==> src/rtl/hsa_pkg.sv <==
package hsa_pkg;

   // Table geometry
   localparam int SLOTS    = 64;
   localparam int FIRST_ID = 1;

   // Field widths
   localparam int FUNC_W   = 2;
   localparam int SLOT_W   = 6;
   localparam int ID_W     = 27;
   localparam int STATUS_W = 2;
   localparam int COUNT_W  = 7;

   // Internal widths
   localparam int SLOT_AW  = $clog2(SLOTS);
   localparam int LIVE_W   = $clog2(SLOTS + 1);

   // Stream packing
   localparam int REQ_DATA_W = 40;
   localparam int RSP_DATA_W = 40;

   localparam logic [ID_W-1:0] ID_LIMIT_RESET = ID_W'(9999);
   localparam logic [ID_W-1:0] LAST_ID_RESET  = ID_W'(FIRST_ID - 1);

   // Operation codes
   localparam logic [FUNC_W-1:0] FUNC_ALLOC  = 2'd0;
   localparam logic [FUNC_W-1:0] FUNC_FREE   = 2'd1;
   localparam logic [FUNC_W-1:0] FUNC_LOOKUP = 2'd2;
   localparam logic [FUNC_W-1:0] FUNC_FLUSH  = 2'd3;

   // Status codes
   localparam logic [STATUS_W-1:0] ST_OK         = 2'd0;
   localparam logic [STATUS_W-1:0] ST_FULL       = 2'd1;
   localparam logic [STATUS_W-1:0] ST_NOT_IN_USE = 2'd2;
   localparam logic [STATUS_W-1:0] ST_MISMATCH   = 2'd3;

   typedef struct packed {
      logic               found;
      logic [SLOT_AW-1:0] idx;
   } free_slot_type;

endpackage

==> src/rtl/hsa_free_finder.sv <==
module hsa_free_finder (
   input  logic [hsa_pkg::SLOTS-1:0] in_use,
   output hsa_pkg::free_slot_type    result
);

   // Lowest clear bit wins: scan down so the last hit is the lowest index
   always_comb begin
      result = '0;
      for (int i = hsa_pkg::SLOTS - 1; i >= 0; i--) begin
         if (!in_use[i]) begin
            result.found = 1'b1;
            result.idx   = hsa_pkg::SLOT_AW'(i);
         end
      end
   end

endmodule

==> src/rtl/handle_slot_allocator.sv <==
// Handle slot allocator: a 64-slot table of generational handles. Each request
// (allocate, free, lookup, flush) is captured in an input register together with
// the stamp read from the slot stamp memory, resolved against the in-use flops by
// a priority encoder, and presented in the response register.
// One request is taken every cycle when the response side keeps up. The user
// must write the id limit through the csr port only while no request is in
// flight; the block itself does not enforce this.
module handle_slot_allocator (
   input  logic                              clock,
   input  logic                              reset,

   input  logic                              csr_wr_en,
   input  logic [hsa_pkg::ID_W-1:0]          csr_wr_data,  // id_limit

   input  logic                              req_tvalid,
   output logic                              req_tready,
   input  logic [hsa_pkg::REQ_DATA_W-1:0]    req_tdata,    // slot, entry_id, zero fill
   input  logic [hsa_pkg::FUNC_W-1:0]        req_tuser,    // func

   output logic                              rsp_tvalid,
   input  logic                              rsp_tready,
   output logic [hsa_pkg::RSP_DATA_W-1:0]    rsp_tdata,    // slot_out, id_out, live_count_out
   output logic [hsa_pkg::STATUS_W-1:0]      rsp_tuser     // status
);

   localparam int ID_W    = hsa_pkg::ID_W;
   localparam int SLOT_W  = hsa_pkg::SLOT_W;
   localparam int SLOT_AW = hsa_pkg::SLOT_AW;
   localparam int LIVE_W  = hsa_pkg::LIVE_W;
   localparam int SLOTS   = hsa_pkg::SLOTS;

   logic [ID_W-1:0]             id_limit_ff;

   logic                        req_valid_ff;
   logic [hsa_pkg::FUNC_W-1:0]  req_func_ff;
   logic [SLOT_W-1:0]           req_slot_ff;
   logic [ID_W-1:0]             req_id_ff;

   logic [ID_W-1:0]             stamp_mem [SLOTS];
   logic [ID_W-1:0]             rd_stamp_ff;
   logic                        fwd_ff;
   logic [ID_W-1:0]             fwd_stamp_ff;

   logic [SLOTS-1:0]            in_use_ff, in_use_in;
   logic [ID_W-1:0]             last_id_ff, last_id_in;
   logic [LIVE_W-1:0]           live_ff, live_in;

   logic                        rsp_valid_ff;
   logic [SLOT_W-1:0]           rsp_slot_ff, rsp_slot_in;
   logic [ID_W-1:0]             rsp_id_ff, rsp_id_in;
   logic [hsa_pkg::STATUS_W-1:0] rsp_status_ff, rsp_status_in;
   logic [hsa_pkg::COUNT_W-1:0] rsp_live_ff;

   hsa_pkg::free_slot_type      free_slot;

   logic                        advance;
   logic                        req_accept;
   logic [SLOT_AW-1:0]          rd_addr;
   logic [SLOT_AW-1:0]          cur_addr;
   logic                        mem_we;
   logic [ID_W-1:0]             new_id;
   logic [ID_W-1:0]             cur_stamp;
   logic                        slot_live;

   hsa_free_finder u_free_finder (
      .in_use (in_use_ff),
      .result (free_slot)
   );

   assign advance    = req_valid_ff && (!rsp_valid_ff || rsp_tready);
   assign req_tready = !req_valid_ff || advance;
   assign req_accept = req_tvalid && req_tready;
   assign rd_addr    = SLOT_AW'(req_tdata[SLOT_W-1:0]);
   assign cur_addr   = SLOT_AW'(req_slot_ff);

   assign new_id    = (last_id_ff >= id_limit_ff) ? '0 : last_id_ff + 1'b1;
   assign mem_we    = advance && (req_func_ff == hsa_pkg::FUNC_ALLOC) && free_slot.found;
   assign cur_stamp = fwd_ff ? fwd_stamp_ff : rd_stamp_ff;
   assign slot_live = (32'(req_slot_ff) < 32'(SLOTS)) && in_use_ff[cur_addr];

   always_ff @(posedge clock) begin
      if (reset) begin
         id_limit_ff <= hsa_pkg::ID_LIMIT_RESET;
      end else if (csr_wr_en) begin
         id_limit_ff <= csr_wr_data;
      end
   end

   // Input register
   always_ff @(posedge clock) begin
      if (reset) begin
         req_valid_ff <= 1'b0;
      end else if (req_tready) begin
         req_valid_ff <= req_tvalid;
      end
   end

   always_ff @(posedge clock) begin
      if (req_accept) begin
         req_func_ff <= req_tuser;
         req_slot_ff <= req_tdata[SLOT_W-1:0];
         req_id_ff   <= req_tdata[SLOT_W+ID_W-1:SLOT_W];
      end
   end

   // Stamp memory; forward a stamp written in the same cycle as the read
   always_ff @(posedge clock) begin
      if (mem_we) begin
         stamp_mem[free_slot.idx] <= new_id;
      end
      if (req_accept) begin
         rd_stamp_ff  <= stamp_mem[rd_addr];
         fwd_stamp_ff <= new_id;
      end
   end

   always_ff @(posedge clock) begin
      if (reset) begin
         fwd_ff <= 1'b0;
      end else if (req_accept) begin
         fwd_ff <= mem_we && (free_slot.idx == rd_addr);
      end
   end

   always_comb begin
      in_use_in     = in_use_ff;
      last_id_in    = last_id_ff;
      live_in       = live_ff;
      rsp_slot_in   = '0;
      rsp_id_in     = '0;
      rsp_status_in = hsa_pkg::ST_OK;
      unique case (req_func_ff)
         hsa_pkg::FUNC_ALLOC: begin
            if (free_slot.found) begin
               in_use_in[free_slot.idx] = 1'b1;
               last_id_in  = new_id;
               live_in     = live_ff + 1'b1;
               rsp_slot_in = SLOT_W'(free_slot.idx);
               rsp_id_in   = new_id;
            end else begin
               rsp_status_in = hsa_pkg::ST_FULL;
            end
         end
         hsa_pkg::FUNC_FREE: begin
            if (!slot_live) begin
               rsp_status_in = hsa_pkg::ST_NOT_IN_USE;
            end else begin
               // Clear even on a mismatch
               in_use_in[cur_addr] = 1'b0;
               if (live_ff != '0) begin
                  live_in = live_ff - 1'b1;
               end
               rsp_slot_in   = req_slot_ff;
               rsp_id_in     = cur_stamp;
               rsp_status_in = (cur_stamp == req_id_ff) ? hsa_pkg::ST_OK
                                                        : hsa_pkg::ST_MISMATCH;
            end
         end
         hsa_pkg::FUNC_LOOKUP: begin
            if (!slot_live) begin
               rsp_status_in = hsa_pkg::ST_NOT_IN_USE;
            end else if (cur_stamp != req_id_ff) begin
               rsp_status_in = hsa_pkg::ST_MISMATCH;
            end else begin
               rsp_slot_in = req_slot_ff;
               rsp_id_in   = cur_stamp;
            end
         end
         hsa_pkg::FUNC_FLUSH: begin
            in_use_in = '0;
            live_in   = '0;
         end
         default: begin
            rsp_status_in = hsa_pkg::ST_OK;
         end
      endcase
   end

   always_ff @(posedge clock) begin
      if (reset) begin
         in_use_ff  <= '0;
         last_id_ff <= hsa_pkg::LAST_ID_RESET;
         live_ff    <= '0;
      end else if (advance) begin
         in_use_ff  <= in_use_in;
         last_id_ff <= last_id_in;
         live_ff    <= live_in;
      end
   end

   // Response register
   always_ff @(posedge clock) begin
      if (reset) begin
         rsp_valid_ff <= 1'b0;
      end else if (advance) begin
         rsp_valid_ff <= 1'b1;
      end else if (rsp_tready) begin
         rsp_valid_ff <= 1'b0;
      end
   end

   always_ff @(posedge clock) begin
      if (advance) begin
         rsp_slot_ff   <= rsp_slot_in;
         rsp_id_ff     <= rsp_id_in;
         rsp_status_ff <= rsp_status_in;
         rsp_live_ff   <= hsa_pkg::COUNT_W'(live_in);
      end
   end

   assign rsp_tvalid = rsp_valid_ff;
   assign rsp_tdata  = {rsp_live_ff, rsp_id_ff, rsp_slot_ff};
   assign rsp_tuser  = rsp_status_ff;

   // Live count tracks the in-use bits
   a_live_matches_bits: assert property (@(posedge clock) disable iff (reset)
      live_ff == LIVE_W'($countones(in_use_ff)))
      else $error("live count differs from in-use population");

   a_stall_only_on_rsp: assert property (@(posedge clock) disable iff (reset)
      (req_valid_ff && !req_tready) |-> (rsp_valid_ff && !rsp_tready))
      else $error("input stage stalled without response backpressure");

   a_accept_loads: assert property (@(posedge clock) disable iff (reset)
      req_accept |=> req_valid_ff)
      else $error("accepted transaction not held in input register");

   a_full_means_all_used: assert property (@(posedge clock) disable iff (reset)
      (advance && (req_func_ff == hsa_pkg::FUNC_ALLOC) && !free_slot.found)
      |-> (live_ff == LIVE_W'(SLOTS)))
      else $error("table full reported with free slots left");

   a_alloc_sets_bit: assert property (@(posedge clock) disable iff (reset)
      mem_we |=> in_use_ff[$past(free_slot.idx)])
      else $error("allocated slot not marked in use");

endmodule
==> config.mk <==
export PLATFORM = sky130hd
export DESIGN_NAME = handle_slot_allocator
export DESIGN_NICKNAME = d
export VERILOG_FILES = /design/src/rtl/hsa_pkg.sv /design/src/rtl/hsa_free_finder.sv /design/src/rtl/handle_slot_allocator.sv
export SDC_FILE = /design/constraint.sdc
export NUM_CORES = 2
export LEC_CHECK = 0
export CAP_MARGIN = 20
export CELL_PAD_IN_SITES_DETAIL_PLACEMENT = 0
export CELL_PAD_IN_SITES_GLOBAL_PLACEMENT = 2
export CORE_ASPECT_RATIO = 0.9
export CORE_UTILIZATION = 50
export DETAILED_ROUTE_END_ITERATION = 16
export DONT_BUFFER_PORTS = 1
export PLACE_DENSITY_LB_ADDON = 0.25
export SETUP_SLACK_MARGIN = 0.1
export SLEW_MARGIN = 20
export SYNTH_ARGS = -nofsm -noshare
export SYNTH_HDL_FRONTEND = slang
export SYNTH_SLANG_ARGS = --single-unit
==> constraint.sdc <==
create_clock -name clock -period 5.8 [get_ports clock]
set_input_delay 1.16 -clock clock [delete_from_list [all_inputs] [get_ports clock]]
set_output_delay 1.16 -clock clock [all_outputs]
set_load 0.02 [all_outputs]
==> flow_metrics.py <==
metrics = {
    "status": {
        "status": "complete, but fails checks",
        "violations": "slew limit",
    },
    "power_and_ir_drop": {
        "p_int_mw": 22.6,
        "p_sw_share_pct": 20.1,
        "totalPowerFinal_mw": 28.3,
        "power_leakage_nw": 30.8,
        "pwr-share-comb_pct": 2.1,
        "power_density_nw_per_um2": 316,
        "power_frac_seq_pct": 55.1,
        "p_sw_mw": 5.69,
        "vdd_ir_drop_max_mv": 0.338,
        "pwr-share-clk_pct": 42.8,
    },
    "floorplanning": {
        "row_count": 138,
        "core_um2": 157000,
        "initial_utilization_pct": 50.4,
        "die_height_um": 380,
        "num_io_pins": 118,
        "die_area_um2": 160000,
        "die_w_um": 422,
    },
    "finish": {
        "final_common_cell": "edfxtp_1",
        "area_growth_pct": 12.5,
        "stdcell_count": 6276,
        "final-seq-area_um2": 58400,
        "fin_nets": 4133,
        "final_cell_mix": "1859 x edfxtp_1, 572 x mux4_2, 194 x clkbuf_16",
        "multi_input_area_um2": 20500,
        "final_util_pct": 56.7,
        "drive_above_1_share_pct": 26.5,
        "fillCellCount": 11700,
        "stdcell_area_um2": 89400,
    },
    "min_path": {
        "holdPathStages": 1,
        "hold_end": "id_limit_ff[7]",
        "min-delay-start": "reset",
        "hp-class": "input port to register",
    },
    "logic_synthesis": {
        "yosysWarnings": 0,
        "synth_area_leaders": "edfxtp_1 70%, mux4_2 16%, dfxtp_1 3.2%",
        "synth_top_flop_cell": "edfxtp_1",
        "synth_top_family_by_area": "multiplexers",
        "synthArstFlopShare_pct": 0,
        "synthAdderAreaFrac_pct": 0.567,
        "ys_ff_latch": 1987,
        "synth_xor_area_share_pct": 0.739,
        "yosysTopAreaCell": "edfxtp_1",
        "syn_nets": 4014,
        "synth-simple-area-share_pct": 3.31,
        "syn_inst": 3904,
        "synth-compound-area-share_pct": 3.36,
        "yosysUniqueCellTypes": 86,
        "synth-edff-count": 1859,
        "synth_area_um2": 79400,
        "synth_top_area_share_pct": 70.3,
        "synth.area.mux_share_pct": 17.0,
        "yosysSeqAreaShare_pct": 73.5,
        "avgSynthCellArea_um2": 20.3,
    },
    "worst_setup_path": {
        "arrival_ps": 5250,
        "reg2reg_to": "stamp_mem[27][10]",
        "path_max_fanout": 14,
        "reg2reg_slack_ps": 1030,
        "cp-end-kind": "register",
        "crit_required_ps": 6280,
        "slowest_delay_ps": 920,
        "worstRegToRegCells": 8,
        "r2r_start": "in_use_ff[62]",
        "startpoint_type": "register",
        "worstPathCellList": "nor2b_1 -> o2111ai_1 -> a211oi_1 -> o311ai_1 -> a211oi_1 -> nand2_1 -> nor2_4 -> buf_4",
        "crit_type": "register to register",
        "crit_path_top_delay_cell": "nand2_1",
        "path_common_cell": "a211oi_1",
    },
    "placement": {
        "portBuffers": 0,
        "gp_congestion": 0.869,
        "placed_cell_area_um2": 83000,
        "dp.cells": 5916,
        "place_ws_ps": 1150,
        "dpl.hpwl_um": 119000,
    },
    "timing": {
        "finalHoldViolCount": 0,
        "finClkSkew_ps": 32.8,
        "finalCritPeriodShare_pct": 82.2,
        "rsz0062_at_grt": "no",
        "tightest_slew_ps": 2420,
        "period_needed_ps": 4770,
        "slew_viol_final": 287,
        "timing.hold.ws_ps": 427,
        "tns_ps": 0,
        "max_freq_ghz": 0.210,
        "finalSetupViolations": 0,
        "max_slew_margin_pct": -61.1,
        "setup_ws_ps": 1030,
    },
    "grt": {
        "grt_pass1_vias": 39200,
        "antenna_found_initial": 16,
        "grt_pass1_wl_um": 293000,
        "grt_max_degree": 435,
        "grt.total_usage_pct": 25.7,
        "grt-ovfl-total": 0,
    },
    "cts": {
        "clock_latency_ps": 820,
        "clk_pin_slew_ps": 60,
        "numCtsBuffers": 190,
        "cts_resized": 0,
        "cts_setup_buffers": 0,
        "htree_levels": 4,
        "clock-sinks": 1987,
        "cts_root_buf": "clkbuf_16",
        "postCtsHoldBufs": 0,
        "cts_tree": "done",
        "cts_buffer_depth": 3,
    },
    "drt": {
        "drt_iter0_markers": 4853,
        "wire_per_inst_um": 32.8,
        "firstDrtPassIters": 7,
        "dr_total_vias": 40000,
        "vias_per_cell": 6.38,
        "antenna_left": 0,
        "drc_errors": 0,
        "drt_wl_total_um": 206000,
    },
    "run": {
        "maxCapViolCount": 0,
    },
}
## logic make-up (layout without fill, tap and decap cells)
group	after synthesis	count (layout)
flip-flops	1987	1987
AND/OR/NAND/NOR	509	509
AO/OA/AOI/OAI	387	387
XOR/XNOR	67	67
other	0	6
buffers and inverters	285	551
adder cells (fa/ha/maj)	36	36
multiplexers	633	633
## worst max-delay path, delay by kind of cell, from the launching register on
family,cells,cell delay [ps]
and+or+nand+nor,3,1990
AOI/OAI and AO/OA,4,1580
DFF,1,430
buffers and inverters,1,410
## metal layers
layer | vias up | global-route usage, % | routed length, µm | part of all wire, %
met5 | - | 0 | 13 | 0.0063
met2 | 1646 | 39.8 | 97200 | 47
li1 | 16600 | - | - | -
met4 | 2 | 6.51 | 4780 | 2.3
met1 | 21600 | 38.1 | 86500 | 42
met3 | 244 | 4.78 | 17300 | 8.4
## sequential cells by signal, indices dropped and copies added, names as in the netlist
name and count:
fwd_stamp_ff 27, stamp_mem 1728, req_id_ff 27, fwd_ff 1, rsp_slot_ff 6, rsp_id_ff 27
rsp_tuser 2, rd_stamp_ff 27, last_id_ff 27, in_use_ff 64, id_limit_ff 27, rsp_tvalid 1
req_valid_ff 1, req_func_ff 2, live_ff 7, cur_addr 6, rsp_live_ff 7
## power groups by stage
stage	registers [mW]	clock network, mW	logic [mW]
finish	15.6	12.1	0.604
detailed placement	15.9	0	0.501
global placement	15.9	0	0.501
floorplan	15.9	0	0.556
CTS	15.6	12.3	0.503
global route	15.6	12.8	0.633
## area by class of cell
type                       instances  share of cell area [%]
inverter                          70                   0.294
clock buffer                     233                    5.60
clock inverter                   106                    1.10
sequential                      1987                    65.3
multi-input combinational       1632                    23.0
tap                             2100                    2.94
antenna                            6                  0.0168
timing repair buffer             142                    1.73
## worst max path at each step
stage	from	to	slack [ps]	cells after the start
2_1_floorplan	last_id_ff[0]	fwd_stamp_ff[26]	1610	9
3_3_place_gp	in_use_ff[60]	stamp_mem[35][6]	1020	7
3_5_place_dp	in_use_ff[62]	stamp_mem[27][24]	1150	8
4_1_cts	in_use_ff[62]	stamp_mem[27][24]	1060	8
5_1_grt	in_use_ff[62]	stamp_mem[27][3]	920	8
6_report	in_use_ff[62]	stamp_mem[27][10]	1030	8
## synth_stat cells, drive strengths merged, types with 5 or more instances
cell type / number
and4: 9
nor3: 16
buf: 89
or2: 5
xor2: 30
a21o: 13
o2111ai: 5
and3: 13
dfxtp: 128
o31ai: 9
a211o: 21
mux2i: 60
o21a: 7
a211oi: 41
o22ai: 28
nor4b: 6
o311ai: 6
edfxtp: 1859
nor2: 181
a21oi: 60
nand2b: 15
ha: 36
mux4: 572
o41ai: 6
nand4: 39
xnor2: 37
clkbuf: 126
o21ai: 91
and2: 6
nand3b: 11
or3: 8
nand2: 110
nand3: 48
o211ai: 48
inv: 69
a31oi: 15
nor2b: 16
a32o: 6
nor4: 17
Power figures use the tool's default switching activity.
